[config.mk]
export PLATFORM = sky130hd
export DESIGN_NAME = crsf_rc_frame_encoder_unit_flat
export DESIGN_NICKNAME = d
export VERILOG_FILES = /design/src/sv/crsf_pkg.sv /design/src/sv/crsf_if.sv /design/src/sv/crsf_rc_frame_encoder_unit.sv /design/src/flat_wrapper.sv
export SDC_FILE = /design/constraint.sdc
export NUM_CORES = 2
export LEC_CHECK = 0
export BUFFER_PORTS_ARGS = -buffer_cell sky130_fd_sc_hd__buf_2
export CORE_UTILIZATION = 40
export DETAILED_ROUTE_END_ITERATION = 16
export HOLD_SLACK_MARGIN = 0.06
export SYNTH_ARGS = -nofsm -noshare
export SYNTH_HDL_FRONTEND = slang
export SYNTH_SLANG_ARGS = --single-unit
[constraint.sdc]
create_clock -name clk -period 20.9 [get_ports clk]
set_clock_uncertainty 0.2 [all_clocks]
set_input_delay 4.18 -clock clk [delete_from_list [all_inputs] [get_ports clk]]
set_output_delay 4.18 -clock clk [all_outputs]
set_load 0.005 [all_outputs]
[src/sv/crsf_pkg.sv]
`timescale 1ns / 1ps
// ----------------------------------------------------------------------------
// crsf_pkg
// Shared types, constants and helper functions of the CRSF RC frame encoder:
// pulse width mapping, channel packing and the frame CRC byte update.
// ----------------------------------------------------------------------------
package crsf_pkg;

	localparam int unsigned US_W      = 16;
	localparam int unsigned CHAN_W    = 11;
	localparam int unsigned NUM_CH    = 8;
	localparam int unsigned NUM_SLOTS = 16;
	localparam int unsigned PACK_W    = NUM_SLOTS * CHAN_W;
	localparam int unsigned FRAME_LEN = 26;
	localparam int unsigned IDX_W     = $clog2(FRAME_LEN);
	localparam int unsigned CFG_W     = 16;

	typedef logic [US_W-1:0]               us_t;
	typedef logic [CHAN_W-1:0]             code_t;
	typedef logic [NUM_CH-1:0][CHAN_W-1:0] codes_t;
	typedef logic [NUM_CH-1:0][US_W-1:0]   widths_t;
	typedef logic [PACK_W-1:0]             pack_t;
	typedef logic [IDX_W-1:0]              byte_idx_t;
	typedef logic [CFG_W-1:0]              cfg_t;

	typedef enum logic {
		REG_TIMEOUT = 1'b0,
		REG_PERIOD  = 1'b1
	} reg_idx_t;

	typedef enum logic {
		KIND_CMD  = 1'b0,
		KIND_TICK = 1'b1
	} kind_t;

	localparam logic [7:0] ADDR_FC     = 8'hC8;
	localparam logic [7:0] PAYLOAD_LEN = 8'd24;
	localparam logic [7:0] TYPE_RC     = 8'h16;
	localparam logic [7:0] CRC_POLY    = 8'hD5;

	localparam byte_idx_t BYTE_ADDR    = byte_idx_t'(0);
	localparam byte_idx_t BYTE_LEN     = byte_idx_t'(1);
	localparam byte_idx_t BYTE_TYPE    = byte_idx_t'(2);
	localparam byte_idx_t BYTE_PAYLOAD = byte_idx_t'(3);
	localparam byte_idx_t BYTE_CRC     = byte_idx_t'(FRAME_LEN - 1);

	localparam us_t   US_LO     = us_t'(988);
	localparam us_t   US_HI     = us_t'(2012);
	localparam code_t CODE_LO   = code_t'(172);
	localparam code_t CODE_HI   = code_t'(1811);
	localparam code_t CODE_MID  = code_t'(992);
	localparam code_t MAP_SLOPE = code_t'(1639);

	localparam cfg_t TIMEOUT_RST = cfg_t'(500);
	localparam cfg_t PERIOD_RST  = cfg_t'(20);
	localparam us_t  COUNT_MAX   = '1;

	localparam codes_t DEFAULT_CODES = {
		CODE_LO, CODE_LO, CODE_LO, CODE_LO, CODE_MID, CODE_LO, CODE_MID, CODE_MID
	};

	// widths below 988 and above 2012 saturate, so the 800..2200 clamp folds away
	function automatic code_t width_to_code(input us_t w);
		logic [9:0]  d;
		logic [20:0] p;
		logic [20:0] r;
		code_t       c;
		d = 10'(w - US_LO);
		p = 21'(d) * 21'(MAP_SLOPE);
		r = p + 21'd512;
		if (w <= US_LO) begin
			c = CODE_LO;
		end else if (w >= US_HI) begin
			c = CODE_HI;
		end else begin
			c = CODE_LO + r[20:10];
		end
		return c;
	endfunction

	function automatic logic [7:0] crc_update(input logic [7:0] c, input logic [7:0] b);
		logic [7:0] x;
		x = c ^ b;
		for (int j = 0; j < 8; j++) begin
			x = x[7] ? ((x << 1) ^ CRC_POLY) : (x << 1);
		end
		return x;
	endfunction

	// channels packed lsb first, upper eight slots fixed at the center code
	function automatic pack_t pack_channels(input codes_t ch);
		pack_t p;
		p = '0;
		for (int i = 0; i < NUM_SLOTS; i++) begin
			p[i*CHAN_W +: CHAN_W] = (i < NUM_CH) ? ch[i] : CODE_MID;
		end
		return p;
	endfunction

endpackage

[src/sv/crsf_if.sv]
`timescale 1ns / 1ps
// ----------------------------------------------------------------------------
// crsf_if
// Handshake channels of the CRSF RC frame encoder: the command / tick item
// channel and the frame byte channel.
// ----------------------------------------------------------------------------
interface crsf_item_if import crsf_pkg::*; ();
	logic  valid;
	logic  ready;
	logic  kind;
	us_t   aileron_us;
	us_t   elevator_us;
	us_t   throttle_us;
	us_t   rudder_us;
	us_t   aux_one_us;
	us_t   aux_two_us;
	us_t   aux_three_us;
	us_t   aux_four_us;

	modport source (
		output valid, kind, aileron_us, elevator_us, throttle_us, rudder_us,
		       aux_one_us, aux_two_us, aux_three_us, aux_four_us,
		input  ready
	);
	modport sink (
		input  valid, kind, aileron_us, elevator_us, throttle_us, rudder_us,
		       aux_one_us, aux_two_us, aux_three_us, aux_four_us,
		output ready
	);
endinterface

interface crsf_byte_if ();
	logic       valid;
	logic       ready;
	logic [7:0] frame_byte;
	logic       last_byte;

	modport source (output valid, frame_byte, last_byte, input ready);
	modport sink (input valid, frame_byte, last_byte, output ready);
endinterface

[src/sv/crsf_rc_frame_encoder_unit.sv]
`timescale 1ns / 1ps
// ----------------------------------------------------------------------------
// crsf_rc_frame_encoder_unit
// Maps eight pulse widths to CRSF channel codes and emits RC channel frames
// on millisecond ticks, with command timeout and fixed upper channels.
// ----------------------------------------------------------------------------
// An item (command or tick) can be taken into the input register every cycle
// unless a tick is held there, and is applied to the channel state from that
// register. A tick that fires a frame snapshots the packed channels into the
// byte serializer, which sends the 26 frame bytes at one byte per cycle while
// the output is not stalled and updates the CRC byte by byte. A tick that fires a
// frame while the serializer still holds the previous one waits in the input
// register until the serializer has moved that frame's CRC byte into its
// output register.
module crsf_rc_frame_encoder_unit import crsf_pkg::*; (
	input  logic        clk,
	input  logic        arst_n,
	crsf_item_if.sink   item,
	crsf_byte_if.source frame,
	input  logic        write_en,
	input  reg_idx_t    reg_index,
	input  cfg_t        write_data
);

	// input register
	logic      valid_s1;
	logic      kind_s1;
	widths_t   us_s1;

	// channel state and settings
	codes_t    chan_q;
	logic      seen_q;
	us_t       since_cmd_q;
	us_t       since_frame_q;
	cfg_t      timeout_q;
	cfg_t      period_q;

	// serializer
	logic      busy_q;
	byte_idx_t idx_q;
	logic [7:0] crc_q;
	pack_t     pack_q;
	logic      out_valid_q;
	logic [7:0] out_byte_q;
	logic      out_last_q;

	codes_t    cmd_codes;
	codes_t    tick_codes;
	us_t       cmd_inc;
	us_t       frame_inc;
	logic      expired;
	logic      fire;
	logic      is_tick;
	logic      consume;
	logic      load;
	logic      step;
	byte_idx_t pay_idx;
	logic [7:0] cur_byte;
	logic [7:0] crc_next;

	always_comb begin
		for (int i = 0; i < NUM_CH; i++) begin
			cmd_codes[i] = width_to_code(us_s1[i]);
		end
	end

	assign cmd_inc    = (since_cmd_q == COUNT_MAX) ? since_cmd_q : since_cmd_q + 1'b1;
	assign frame_inc  = (since_frame_q == COUNT_MAX) ? since_frame_q : since_frame_q + 1'b1;
	assign expired    = !seen_q || (cmd_inc > timeout_q);
	assign fire       = frame_inc >= period_q;
	assign tick_codes = expired ? DEFAULT_CODES : chan_q;
	assign is_tick    = (kind_s1 == KIND_TICK);
	assign consume    = valid_s1 && !(is_tick && fire && busy_q);
	assign load       = valid_s1 && is_tick && fire && !busy_q;
	assign item.ready = !valid_s1 || consume;

	always_ff @(posedge clk or negedge arst_n) begin
		if (!arst_n) begin
			valid_s1 <= 1'b0;
		end else if (item.valid && item.ready) begin
			valid_s1 <= 1'b1;
		end else if (consume) begin
			valid_s1 <= 1'b0;
		end
	end

	always_ff @(posedge clk) begin
		if (item.valid && item.ready) begin
			kind_s1  <= item.kind;
			us_s1[0] <= item.aileron_us;
			us_s1[1] <= item.elevator_us;
			us_s1[2] <= item.throttle_us;
			us_s1[3] <= item.rudder_us;
			us_s1[4] <= item.aux_one_us;
			us_s1[5] <= item.aux_two_us;
			us_s1[6] <= item.aux_three_us;
			us_s1[7] <= item.aux_four_us;
		end
	end

	always_ff @(posedge clk or negedge arst_n) begin
		if (!arst_n) begin
			timeout_q <= TIMEOUT_RST;
			period_q  <= PERIOD_RST;
		end else if (write_en) begin
			unique case (reg_index)
				REG_TIMEOUT: timeout_q <= write_data;
				REG_PERIOD:  period_q  <= write_data;
				default:     timeout_q <= timeout_q;
			endcase
		end
	end

	always_ff @(posedge clk or negedge arst_n) begin
		if (!arst_n) begin
			chan_q        <= DEFAULT_CODES;
			seen_q        <= 1'b0;
			since_cmd_q   <= '0;
			since_frame_q <= '0;
		end else if (consume) begin
			if (is_tick) begin
				chan_q        <= tick_codes;
				since_cmd_q   <= cmd_inc;
				since_frame_q <= fire ? '0 : frame_inc;
			end else begin
				chan_q      <= cmd_codes;
				seen_q      <= 1'b1;
				since_cmd_q <= '0;
			end
		end
	end

	// byte serializer
	assign step    = busy_q && (!out_valid_q || frame.ready);
	assign pay_idx = idx_q - BYTE_PAYLOAD;

	always_comb begin
		unique case (idx_q)
			BYTE_ADDR: cur_byte = ADDR_FC;
			BYTE_LEN:  cur_byte = PAYLOAD_LEN;
			BYTE_TYPE: cur_byte = TYPE_RC;
			BYTE_CRC:  cur_byte = crc_q;
			default:   cur_byte = pack_q[{pay_idx, 3'b000} +: 8];
		endcase
		crc_next = ((idx_q >= BYTE_TYPE) && (idx_q != BYTE_CRC)) ?
			crc_update(crc_q, cur_byte) : crc_q;
	end

	always_ff @(posedge clk or negedge arst_n) begin
		if (!arst_n) begin
			busy_q      <= 1'b0;
			idx_q       <= BYTE_ADDR;
			crc_q       <= '0;
			out_valid_q <= 1'b0;
			out_last_q  <= 1'b0;
		end else begin
			if (load) begin
				busy_q <= 1'b1;
				idx_q  <= BYTE_ADDR;
				crc_q  <= '0;
			end else if (step) begin
				crc_q <= crc_next;
				if (idx_q == BYTE_CRC) begin
					busy_q <= 1'b0;
				end else begin
					idx_q <= idx_q + 1'b1;
				end
			end
			if (step) begin
				out_valid_q <= 1'b1;
				out_last_q  <= (idx_q == BYTE_CRC);
			end else if (frame.ready) begin
				out_valid_q <= 1'b0;
			end
		end
	end

	always_ff @(posedge clk) begin
		if (load) begin
			pack_q <= pack_channels(tick_codes);
		end
		if (step) begin
			out_byte_q <= cur_byte;
		end
	end

	assign frame.valid      = out_valid_q;
	assign frame.frame_byte = out_byte_q;
	assign frame.last_byte  = out_last_q;

	a_idx_range: assert property (@(posedge clk) disable iff (!arst_n)
		busy_q |-> idx_q <= BYTE_CRC)
		else $error("serializer index past crc byte");

	a_load_start: assert property (@(posedge clk) disable iff (!arst_n)
		load |=> busy_q && idx_q == BYTE_ADDR && crc_q == '0)
		else $error("frame load did not restart serializer");

	a_stall_cause: assert property (@(posedge clk) disable iff (!arst_n)
		(valid_s1 && !consume) |-> busy_q)
		else $error("input stalled with idle serializer");

	a_first_byte: assert property (@(posedge clk) disable iff (!arst_n)
		(step && idx_q == BYTE_ADDR) |=> frame.frame_byte == ADDR_FC && !frame.last_byte)
		else $error("frame does not open with address byte");

	a_last_byte: assert property (@(posedge clk) disable iff (!arst_n)
		(step && idx_q == BYTE_CRC) |=> frame.valid && frame.last_byte && !busy_q)
		else $error("crc byte not marked last");

endmodule

[src/flat_wrapper.sv]
// flat-port wrapper written by rule: the top's interface ports become plain ports
module crsf_rc_frame_encoder_unit_flat import crsf_pkg::*;
  (clk, arst_n, write_en, reg_index, write_data, item_valid, item_kind, item_aileron_us, item_elevator_us, item_throttle_us, item_rudder_us, item_aux_one_us, item_aux_two_us, item_aux_three_us, item_aux_four_us, item_ready, frame_valid, frame_frame_byte, frame_last_byte, frame_ready);
  crsf_item_if item_i ();
  crsf_byte_if frame_i ();
  input  logic clk;
  input  logic arst_n;
  input  logic write_en;
  input  reg_idx_t reg_index;
  input  cfg_t write_data;
  input wire logic [$bits(item_i.valid)-1:0] item_valid;
  input wire logic [$bits(item_i.kind)-1:0] item_kind;
  input wire logic [$bits(item_i.aileron_us)-1:0] item_aileron_us;
  input wire logic [$bits(item_i.elevator_us)-1:0] item_elevator_us;
  input wire logic [$bits(item_i.throttle_us)-1:0] item_throttle_us;
  input wire logic [$bits(item_i.rudder_us)-1:0] item_rudder_us;
  input wire logic [$bits(item_i.aux_one_us)-1:0] item_aux_one_us;
  input wire logic [$bits(item_i.aux_two_us)-1:0] item_aux_two_us;
  input wire logic [$bits(item_i.aux_three_us)-1:0] item_aux_three_us;
  input wire logic [$bits(item_i.aux_four_us)-1:0] item_aux_four_us;
  output wire logic [$bits(item_i.ready)-1:0] item_ready;
  output wire logic [$bits(frame_i.valid)-1:0] frame_valid;
  output wire logic [$bits(frame_i.frame_byte)-1:0] frame_frame_byte;
  output wire logic [$bits(frame_i.last_byte)-1:0] frame_last_byte;
  input wire logic [$bits(frame_i.ready)-1:0] frame_ready;
  assign item_i.valid = item_valid;
  assign item_i.kind = item_kind;
  assign item_i.aileron_us = item_aileron_us;
  assign item_i.elevator_us = item_elevator_us;
  assign item_i.throttle_us = item_throttle_us;
  assign item_i.rudder_us = item_rudder_us;
  assign item_i.aux_one_us = item_aux_one_us;
  assign item_i.aux_two_us = item_aux_two_us;
  assign item_i.aux_three_us = item_aux_three_us;
  assign item_i.aux_four_us = item_aux_four_us;
  assign item_ready = item_i.ready;
  assign frame_valid = frame_i.valid;
  assign frame_frame_byte = frame_i.frame_byte;
  assign frame_last_byte = frame_i.last_byte;
  assign frame_i.ready = frame_ready;
  crsf_rc_frame_encoder_unit u_core (.clk(clk), .arst_n(arst_n), .item(item_i), .frame(frame_i), .write_en(write_en), .reg_index(reg_index), .write_data(write_data));
endmodule
==> results_tabular.tex <==
\begin{tabular}{lr}
\hline
Metric & Value \\
\hline
\multicolumn{2}{l}{\textbf{Status}} \\
\quad Status & finished, final reports clean \\
\multicolumn{2}{l}{\textbf{Clock network}} \\
\quad Total CTS buffers & 50 \\
\quad CTS Root Cell & sky130\_fd\_sc\_hd\_\_clkbuf\_16 \\
\quad TritonCTS clock tree & built \\
\quad Clock Sinks & just under 400 \\
\quad Count of H-tree levels built during CTS & 2 \\
\quad Number of post-CTS setup repair buffers & 0 \\
\quad Clock insertion delay at the later pin of the skew report & 0.61 ns \\
\quad Clock transition at the registers of the reported paths & about 0.060 ns \\
\quad Cts-stage hold buffer count & 0 \\
\quad Buffer levels on the longest clock path & 3 \\
\quad Number of gates resized after CTS & 0 \\
\multicolumn{2}{l}{\textbf{Die}} \\
\quad Die X & about 300 um \\
\quad Initial standard-cell utilization of the core & 0.4059 \\
\quad Core area & $\sim$90,000 sq um \\
\quad Die Y & approximately 300 um \\
\quad Top-level I/O count & around 160 \\
\quad Die area & approximately 91,000 sq um \\
\quad Placement Rows & 109 \\
\multicolumn{2}{l}{\textbf{Route}} \\
\quad Final routed wire length divided by cell count & around 15 um \\
\quad Met3 Routed Length & 2374 um \\
\quad Via density & 5.041 \\
\quad Met2 Routed Length & approximately 35,000 um \\
\quad Number of nets with antenna violations after detailed routing & 0 \\
\quad DR pass1 iterations & 5 \\
\quad Drt drc & 0 \\
\quad Final Routed Wirelength & 74,430 um \\
\quad Uppermost metal layer occupied by signal nets & met4 \\
\quad DRC marker count from the first detailed-route iteration & roughly 1,100 \\
\quad Post-route met1 wirelength & 35,090 um \\
\quad Total vias in the final route & 24,791 \\
\multicolumn{2}{l}{\textbf{Worst setup path}} \\
\quad Startpoint type of the worst setup path & register \\
\quad End of the worst register-to-register path & u\_core.chan\_q[65]\$\_DFFE\_PN0P\_ \\
\quad Crit Path Category & register to output port \\
\quad Required arrival time at the worst endpoint & approximately 17 ns \\
\quad Worst R2R Setup Slack & around 13 ns \\
\quad Arrival time reported for the critical path endpoint & about 5.4 ns \\
\quad Critical Path Fanout Max & 13 \\
\quad Register-to-Register Path Depth & 29 \\
\quad Worst reg2reg path startpoint & u\_core.us\_s1[82]\$\_DFFE\_PP\_ \\
\quad Kind of capture point of the worst setup path & output port \\
\multicolumn{2}{l}{\textbf{Timing}} \\
\quad Unrepaired setup endpoints after global routing & no \\
\quad Fin worst setup slack & about 11 ns \\
\quad Number of hold violations in the final report & 0 \\
\quad Max-slew violation count & 0 \\
\quad Setup TNS after final layout & 0 ns \\
\quad Actual transition at the worst max-transition pin & 1.031 ns \\
\quad Max-slew headroom at the worst pin & 0.3126 \\
\quad Shortest clock period the worst path allows after layout & 9.756 ns \\
\quad Count of endpoints failing setup in the final report & 0 \\
\quad Achievable Freq & 102.5 MHz \\
\quad Post-route clock period utilization & 0.4668 \\
\multicolumn{2}{l}{\textbf{Yosys}} \\
\quad Number of warning messages in the yosys log & 0 \\
\quad Post-synthesis sequential area ratio & 0.3066 \\
\quad Leading cell types by count after synthesis & 597 x sky130\_fd\_sc\_hd\_\_ha\_1, 566 x sky130\_fd\_sc\_hd\_\_inv\_1, 244 x sky130\_fd\_sc\_hd\_\_nand2\_1 \\
\quad Number of synthesized flops with an enable pin & around 230 \\
\quad Total nets after synthesis & 4,496 \\
\quad Post-synthesis async set-or-reset flop share & 0.4304 \\
\quad Post-synthesis instance total & 3,556 \\
\quad Number of synthesized register bits & slightly below 400 \\
\quad Mean instance size in the synthesized netlist & roughly 10 sq um \\
\quad Post-synth top area share & 0.2070 \\
\quad Synth unique cells & slightly above 90 \\
\quad Predominant post-synthesis flop cell & sky130\_fd\_sc\_hd\_\_edfxtp\_1 \\
\quad Top cells by area, synth & sky130\_fd\_sc\_hd\_\_ha\_1 21\%, sky130\_fd\_sc\_hd\_\_edfxtp\_1 19\%, sky130\_fd\_sc\_hd\_\_fa\_1 11\% \\
\quad Cell type with the largest total area after synthesis & sky130\_fd\_sc\_hd\_\_ha\_1 \\
\quad Post-synthesis cell area & about 36,000 sq um \\
\quad Most used standard cell by instance count after synthesis & sky130\_fd\_sc\_hd\_\_ha\_1 \\
\multicolumn{2}{l}{\textbf{Final layout}} \\
\quad Fin nets & 4,653 \\
\quad Total inserted antenna cells & 0 \\
\quad Core utilization of the finished layout & 0.4494 \\
\quad Fraction of layout instances using a drive strength above 1 & 0.1079 \\
\quad Relative area change from synthesis to final layout & 10.73\% \\
\multicolumn{2}{l}{\textbf{GRT}} \\
\quad Global router's overall resource usage & 0.1663 \\
\quad Pin count of the biggest net entering global routing & 90 \\
\quad Initial antenna violation count & 0 \\
\quad Global-route congestion overflow total & 0 \\
\quad Via count of the first global-routing pass & between 20,000 and 25,000 \\
\quad Wire length of the first global-routing pass & roughly 120,000 um \\
\multicolumn{2}{l}{\textbf{Min path}} \\
\quad Hold EP & u\_core.chan\_q[37]\$\_DFFE\_PN0P\_ \\
\quad Hold Path Depth & 2 \\
\quad Worst min-delay path class & register to register \\
\quad Startpoint of the tightest hold check path & u\_core.chan\_q[37]\$\_DFFE\_PN0P\_ \\
\multicolumn{2}{l}{\textbf{Job}} \\
\quad Max-cap violation count & 0 \\
\multicolumn{2}{l}{\textbf{Place}} \\
\quad DP Wirelength & between 50,000 and 60,000 um \\
\quad Placement Setup Slack & between 10 and 15 ns \\
\quad Port-buffer cells & about 160 \\
\quad Gp weighted congestion & between 0.8 and 0.9 \\
\hline
\end{tabular}
==> layer usage <==
layer  global-route usage  vias to the layer above
li1                     -                    12610
met1               0.2218                    11791
met2               0.2824                      296
met3              0.02047                       94
met4              0.04762                        0
met5                    0                        -
==> worst max-delay path: stages (launching register included) <==
cell	delay (ns)
sky130_fd_sc_hd__dfrtp_1	0.45
sky130_fd_sc_hd__and4_1	0.27
sky130_fd_sc_hd__nand2_1	0.06
sky130_fd_sc_hd__nor2_1	0.16
sky130_fd_sc_hd__and3_1	0.26
sky130_fd_sc_hd__and2_1	0.23
sky130_fd_sc_hd__nand4_1	0.53
sky130_fd_sc_hd__and3_1	0.49
sky130_fd_sc_hd__nand3_1	0.11
sky130_fd_sc_hd__xnor2_1	0.08
sky130_fd_sc_hd__ha_1	0.18
sky130_fd_sc_hd__a2111oi_0	0.45
sky130_fd_sc_hd__o21ai_0	0.18
sky130_fd_sc_hd__a221oi_1	0.24
sky130_fd_sc_hd__o21ai_0	0.27
sky130_fd_sc_hd__a21o_1	0.32
sky130_fd_sc_hd__and3_1	0.25
sky130_fd_sc_hd__nand2_1	0.11
sky130_fd_sc_hd__buf_2	0.12
==> area by class of cell <==
class                      count  area [sq um]
clock inverter                30         349.1
multi-input combinational   2520         22630
sequential                   395         11060
inverter                     568          2132
clock buffer                  62          1390
timing repair buffer         178         939.7
fill                        8493         48960
tap                         1165          1458
==> flip-flops by register name, summed over array words and instances, names as in the netlist, 5 cells and up <==
name / cells
u_core.period_q: 16
u_core.since_cmd_q: 16
u_core.crc_q: 8
u_core.chan_q: 88
u_core.since_frame_q: 16
u_core.pack_q: 88
u_core.timeout_q: 16
u_core.idx_q: 5
u_core.frame.frame_byte: 8
u_core.us_s1: 128
==> how the worst max path moves through the flow <==
stage                                         from         end  cells after the start
3_3_place_gp   u_core.since_frame_q[2]$_DFFE_PN0P_  item_ready                     18
4_1_cts        u_core.since_frame_q[2]$_DFFE_PN0P_  item_ready                     18
3_5_place_dp   u_core.since_frame_q[2]$_DFFE_PN0P_  item_ready                     18
5_1_grt        u_core.since_frame_q[2]$_DFFE_PN0P_  item_ready                     18
2_1_floorplan  u_core.since_frame_q[4]$_DFFE_PN0P_  item_ready                     17
6_report       u_core.since_frame_q[2]$_DFFE_PN0P_  item_ready                     18
==> cells in the final DEF (no fill, tap or decap), types with 58 or more instances in the layout <==
cell type,count
sky130_fd_sc_hd__o21ai_0,126
sky130_fd_sc_hd__edfxtp_1,225
sky130_fd_sc_hd__ha_1,597
sky130_fd_sc_hd__inv_1,566
sky130_fd_sc_hd__nor2_1,149
sky130_fd_sc_hd__fa_1,192
sky130_fd_sc_hd__nand2_1,244
sky130_fd_sc_hd__xor2_1,61
sky130_fd_sc_hd__a21oi_1,165
sky130_fd_sc_hd__buf_2,160
sky130_fd_sc_hd__and2_1,70
sky130_fd_sc_hd__nor3_1,59
sky130_fd_sc_hd__xnor2_1,171
sky130_fd_sc_hd__dfrtp_1,127
sky130_fd_sc_hd__a21o_1,58
==> through the flow <==
step / hold slack [ns] / instance area, sq um / cells
5_1_grt: 0.2907 / 39960 / 4918
3_5_place_dp: 0.2551 / 38220 / 4826
6_report: 0.2662 / 39960 / 4918
4_1_cts: 0.2680 / 39960 / 4918
3_3_place_gp: 0.2470 / 38220 / 4826
2_1_floorplan: 0.2135 / 36090 / 3556
==> cell families (layout without fill, tap and decap cells) <==
| logic type | Yosys count | count (layout) | synth area share |
|---|---|---|---|
| adders and majority gates | 790 | 790 | 0.3138 |
| DFF | 395 | 395 | 0.3066 |
| buffers and inverters | 641 | 838 | 0.06768 |
| xor gates and xnor gates | 241 | 241 | 0.06105 |
| and+or+nand+nor | 791 | 791 | 0.1073 |
| AOI/OAI and AO/OA | 625 | 625 | 0.1150 |
| muxes | 73 | 73 | 0.02867 |
Power is not shown: default switching activity piles up to over one toggle a cycle in this logic, so the estimate is an artifact.
